<file path="config.mk">
export PLATFORM = sky130hd
export DESIGN_NAME = hfl_remainder
export DESIGN_NICKNAME = d
export VERILOG_FILES = /design/src/rtl/hfl_pkg.sv /design/src/rtl/hfl_remainder.sv
export SDC_FILE = /design/constraint.sdc
export NUM_CORES = 1
export LEC_CHECK = 0
export BUFFER_PORTS_ARGS = -buffer_cell sky130_fd_sc_hd__buf_2
export CAP_MARGIN = 20
export CORE_AREA = 3 3 106 108
export DETAILED_ROUTE_END_ITERATION = 8
export DIE_AREA = 0 0 109 111
export PLACE_DENSITY = 0.59
export SYNTH_ARGS = -nofsm -noshare
export SYNTH_HDL_FRONTEND = slang
export SYNTH_SLANG_ARGS = --single-unit
</file>
<file path="constraint.sdc">
create_clock -name clk -period 8 [get_ports clk]
set_clock_uncertainty 0.15 [all_clocks]
set_input_delay 0.8 -clock clk [delete_from_list [all_inputs] [get_ports clk]]
set_output_delay 0.8 -clock clk [all_outputs]
set_load 0.005 [all_outputs]
</file>
<file path="src/rtl/hfl_pkg.sv">
// shared types and constants for the hashed frequency leader
package hfl_pkg;

  localparam int KEY_W = 37;
  localparam int CNT_W = 16;
  localparam int TIE_W = 13;
  localparam int MOD_W = 11;
  localparam int DIV_W = 17;
  localparam int LEN_W = 6;

  // 100000 = 2^5 * 3125: the low five bits pass through, the rest is taken mod 3125
  localparam int LOW_BITS = 5;
  localparam int FOLD_W   = 32;
  localparam int Q_W      = 5;
  localparam int RECIP_SH = 27;

  localparam logic [LEN_W-1:0]  LEN_LOW   = 6'd17;
  localparam logic [FOLD_W-1:0] FOLD_K    = 32'd3036;   // 2^16 mod 3125
  localparam logic [FOLD_W-1:0] RECIP_K   = 32'd42950;  // ceil(2^27 / 3125)
  localparam logic [DIV_W-1:0]  ODD_DIV   = 17'd3125;
  localparam logic [1:0]        FOLD_LAST = 2'd3;
  localparam logic [CNT_W-1:0]  CNT_MAX   = 16'hFFFF;
  localparam logic [TIE_W-1:0]  TIE_MAX   = 13'h1FFF;

  typedef struct packed {
    logic             valid;
    logic [KEY_W-1:0] key;
    logic [CNT_W-1:0] cnt;
  } entry_t;

endpackage

</file>
<file path="src/rtl/hfl_remainder.sv">
// bit-serial remainder unit, one dividend bit per cycle
module hfl_remainder import hfl_pkg::*; (
  input  logic             clk,
  input  logic             rst,
  input  logic             start,
  input  logic [KEY_W-1:0] value,
  input  logic [LEN_W-1:0] len,
  input  logic [DIV_W-1:0] divisor,
  output logic             done,
  output logic [DIV_W-1:0] rem
);

  logic             busy;
  logic [LEN_W-1:0] cnt;
  logic [KEY_W-1:0] sh;
  logic [DIV_W-1:0] dvs;
  logic [DIV_W-1:0] r;
  logic [DIV_W:0]   trial;
  logic [DIV_W-1:0] r_next;

  assign done = busy && (cnt == '0);
  assign rem  = r;

  always_comb begin
    trial = {r, sh[KEY_W-1]};
    if (trial >= {1'b0, dvs}) begin
      r_next = DIV_W'(trial - {1'b0, dvs});
    end else begin
      r_next = trial[DIV_W-1:0];
    end
  end

  always_ff @(posedge clk) begin
    if (rst) begin
      busy <= 1'b0;
      cnt  <= '0;
    end else if (start) begin
      busy <= 1'b1;
      cnt  <= len;
    end else if (busy) begin
      if (cnt == '0) begin
        busy <= 1'b0;
      end else begin
        cnt <= cnt - 1'b1;
      end
    end
  end

  always_ff @(posedge clk) begin
    if (start) begin
      sh  <= value;
      dvs <= divisor;
      r   <= '0;
    end else if (busy && (cnt != '0)) begin
      sh <= {sh[KEY_W-2:0], 1'b0};
      r  <= r_next;
    end
  end

endmodule
</file>
==> results.json <==
{
  "synth.area.top_cells": "edfxtp_1 39%, dfxtp_1 12%, mux2_2 9.9%, ha_1 5.8%, mux2i_1 3.7%",
  "tritoncts": "built",
  "synthAdderAreaFrac": 0.0627,
  "post-route-period-util": 0.355,
  "synth_xor_area_frac": 0.0384,
  "seq_area_frac_synth": 0.512,
  "startpoint_type": "register",
  "final.setup.tns_ns": 0,
  "coreArea_sq_mm": 0.0103,
  "synth-edff-count": 54,
  "peakVddDrop_mv": 0.110,
  "area_delta_synth_final_pct": 18.8,
  "h-tree-depth": 3,
  "dp_hpwl_mm": 5.98,
  "finalNonFillerCells": 583,
  "worst-setup-path-type": "reg -> reg",
  "r2r-start": "sh[36]",
  "dp_cells": 566,
  "holdPathStages": 2,
  "layout.nets": 525,
  "syn_area_per_cell_sq_um": 11.5,
  "via_per_inst": 4.94,
  "drtPass1Iterations": 4,
  "ctsHoldBuffers": 0,
  "cts_resized": 0,
  "initialDrtViolationCount": 107,
  "die_h_um": 111,
  "yosysTopAreaCell": "edfxtp_1",
  "synthCells": 358,
  "yosys.area_share.simple": 0.0899,
  "synth_most_common_cell": "edfxtp_1",
  "synth.distinct_cells": 48,
  "fp-row-count": 37,
  "port_buffers": 80,
  "p_leak_uw": 0.00202,
  "synth_compound_area_frac": 0.124,
  "setup_ws_ns": 5.16,
  "die_x_um": 109,
  "vias": 2880,
  "outcome": "complete, no violations",
  "route.detailed.drc": 0,
  "power.density_mw_per_mm2": 203,
  "critPathMaxFanout": 11,
  "finalHoldViolCount": 0,
  "cts_num_sinks": 78,
  "rrSetupSlack_ns": 5.16,
  "clk_pin_slew_ns": 0.08,
  "synth_top_area_frac": 0.395,
  "cts_buffer_depth": 2,
  "muxShareOfSynthArea": 0.139,
  "ys_ff_latch": 78,
  "holdWs_ns": 0.356,
  "cp.arrival_ns": 2.97,
  "finalCriticalPeriod_ns": 2.84,
  "tightestPinTransition_ns": 0.912,
  "syn-num-nets": 441,
  "synthTopCellsByCount": "54 x edfxtp_1, 36 x mux2_2, 34 x nor2_1",
  "place_congestion": 0.858,
  "synth_area_sq_mm": 0.00411,
  "grt_setup_unrepaired": "no",
  "fmax_mhz": 352,
  "initial_utilization": 0.398,
  "async_flop_share": 0,
  "worstReg2RegEnd": "rem[0]",
  "synth_top_family_by_area": "multiplexers",
  "critPathMaxStageDelay_ns": 0.42,
  "drive_gt1_frac": 0.333,
  "drt-total-wl_mm": 8.35,
  "dp_slack_ns": 4.92,
  "die_area_sq_mm": 0.0121,
  "crit_slowest_cell": "fa_1",
  "worstHoldStart": "rem[4]",
  "grt-ovfl-total": 0,
  "cts_inserted_buffers": 9,
  "antenna_violating_nets_post_route": 0,
  "final_util": 0.473,
  "io_pins": 81,
  "avgRoutedWirePerCell_um": 14.3,
  "cp-end-kind": "register",
  "antenna_found_initial": 0,
  "ff2ff_path_depth": 11,
  "path_cells": "inv_1 > ha_1 > inv_1 > fa_1 > a211oi_2 > o21ai_2 > a21oi_2 > a21oi_2 > buf_8 > mux2_4 > a211oi_2",
  "post_cts_buffers": 0,
  "synth_top_flop_cell": "edfxtp_1",
  "grt_max_degree": 73,
  "finalSetupViolCount": 0,
  "hold_end": "rem[4]",
  "required_ns": 8.13,
  "grt_pass1_wl_mm": 14.0,
  "worstSkewPairLatency_ns": 0.36,
  "synth_warnings": 0,
  "grt_use_total": 0.147,
  "grt_pass1_vias": 2935,
  "maxSlewViolCount": 0,
  "maxCapViolations": 0,
  "cts_root_buffer": "clkbuf_8",
  "relSlewSlack": 0.390,
  "min_path_type": "reg -> reg",
  "diodes": 0
}
how the worst max path moves through the flow:
| stage | from | to | cells after the start |
|---|---|---|---|
| after CTS | dvs[0] | rem[13] | 9 |
| after global placement | sh[36] | rem[0] | 10 |
| after floorplan | sh[36] | rem[0] | 11 |
| after detailed placement | dvs[0] | rem[0] | 9 |
| after global routing | sh[36] | rem[11] | 11 |
| final | sh[36] | rem[0] | 11 |
cells in the final DEF (no fill, tap or decap), drive strengths merged, types with 2 or more instances in the layout:
cell     count
buf         84
edfxtp      54
mux2        37
nor2        34
nand2       26
dfxtp       24
inv         24
a21oi       21
ha          19
xnor2       16
o21ai       16
mux2i       15
clkbuf      11
a211oi       9
nor3         6
nand2b       5
a21o         4
o31ai        4
o211ai       4
and2         3
o2bb2a       3
clkinv       3
and3         2
o221ai       2
nor2b        2
xor2         2
nand3        2
a21boi       2
a2111oi      2
critical path, delay by kind of cell (launching register included):
| kind | cells | cell delay (ns) |
|---|---|---|
| AOI/OAI and AO/OA | 5 | 1.04 |
| adders and majority gates | 2 | 0.58 |
| buffers and inverters | 3 | 0.34 |
| DFF | 1 | 0.36 |
| muxes | 1 | 0.30 |
layout make-up:
cell class	count	area, sq um
clock buffer	11	151
tap	136	170
multi-input combinational	246	1870
inverter	23	86.3
sequential	78	2100
clock inverter	5	65.1
timing repair buffer	84	438
fill	995	5440
sequential cells by signal (all words and copies together) (netlist names):
signal and cells:
dvs 17, rem 17, sh 37, cnt 6, busy 1
cell families after synthesis:
logic type	Yosys count
buffers and inverters	34
multiplexers	52
AND/OR/NAND/NOR	84
AO/OA/AOI/OAI	72
flip-flops	78
XOR/XNOR	18
adder cells (fa/ha/maj)	20
where the power goes:
group          internal (uW)  total (uW)  switching [uW]
clock                    164         316             152
sequential               476         492            16.0
combinational           85.8         181            94.8
stage by stage:
stage / instance area (sq um) / total power [uW]
after CTS: 4870 / 1010
after global routing: 4880 / 1050
final: 4880 / 988
after floorplan: 4110 / 629
after detailed placement: 4650 / 683
after global placement: 4650 / 681
metal layers:
layer  GRT usage  wire [um]  vias to the layer above
met1       0.194       3880                     1325
li1            -          -                     1472
met5           0          0                        -
met2       0.222       3770                       72
met3      0.0623        587                       11
met4      0.0404        115                        0
Note: power is estimated with default switching activity, not from simulation.
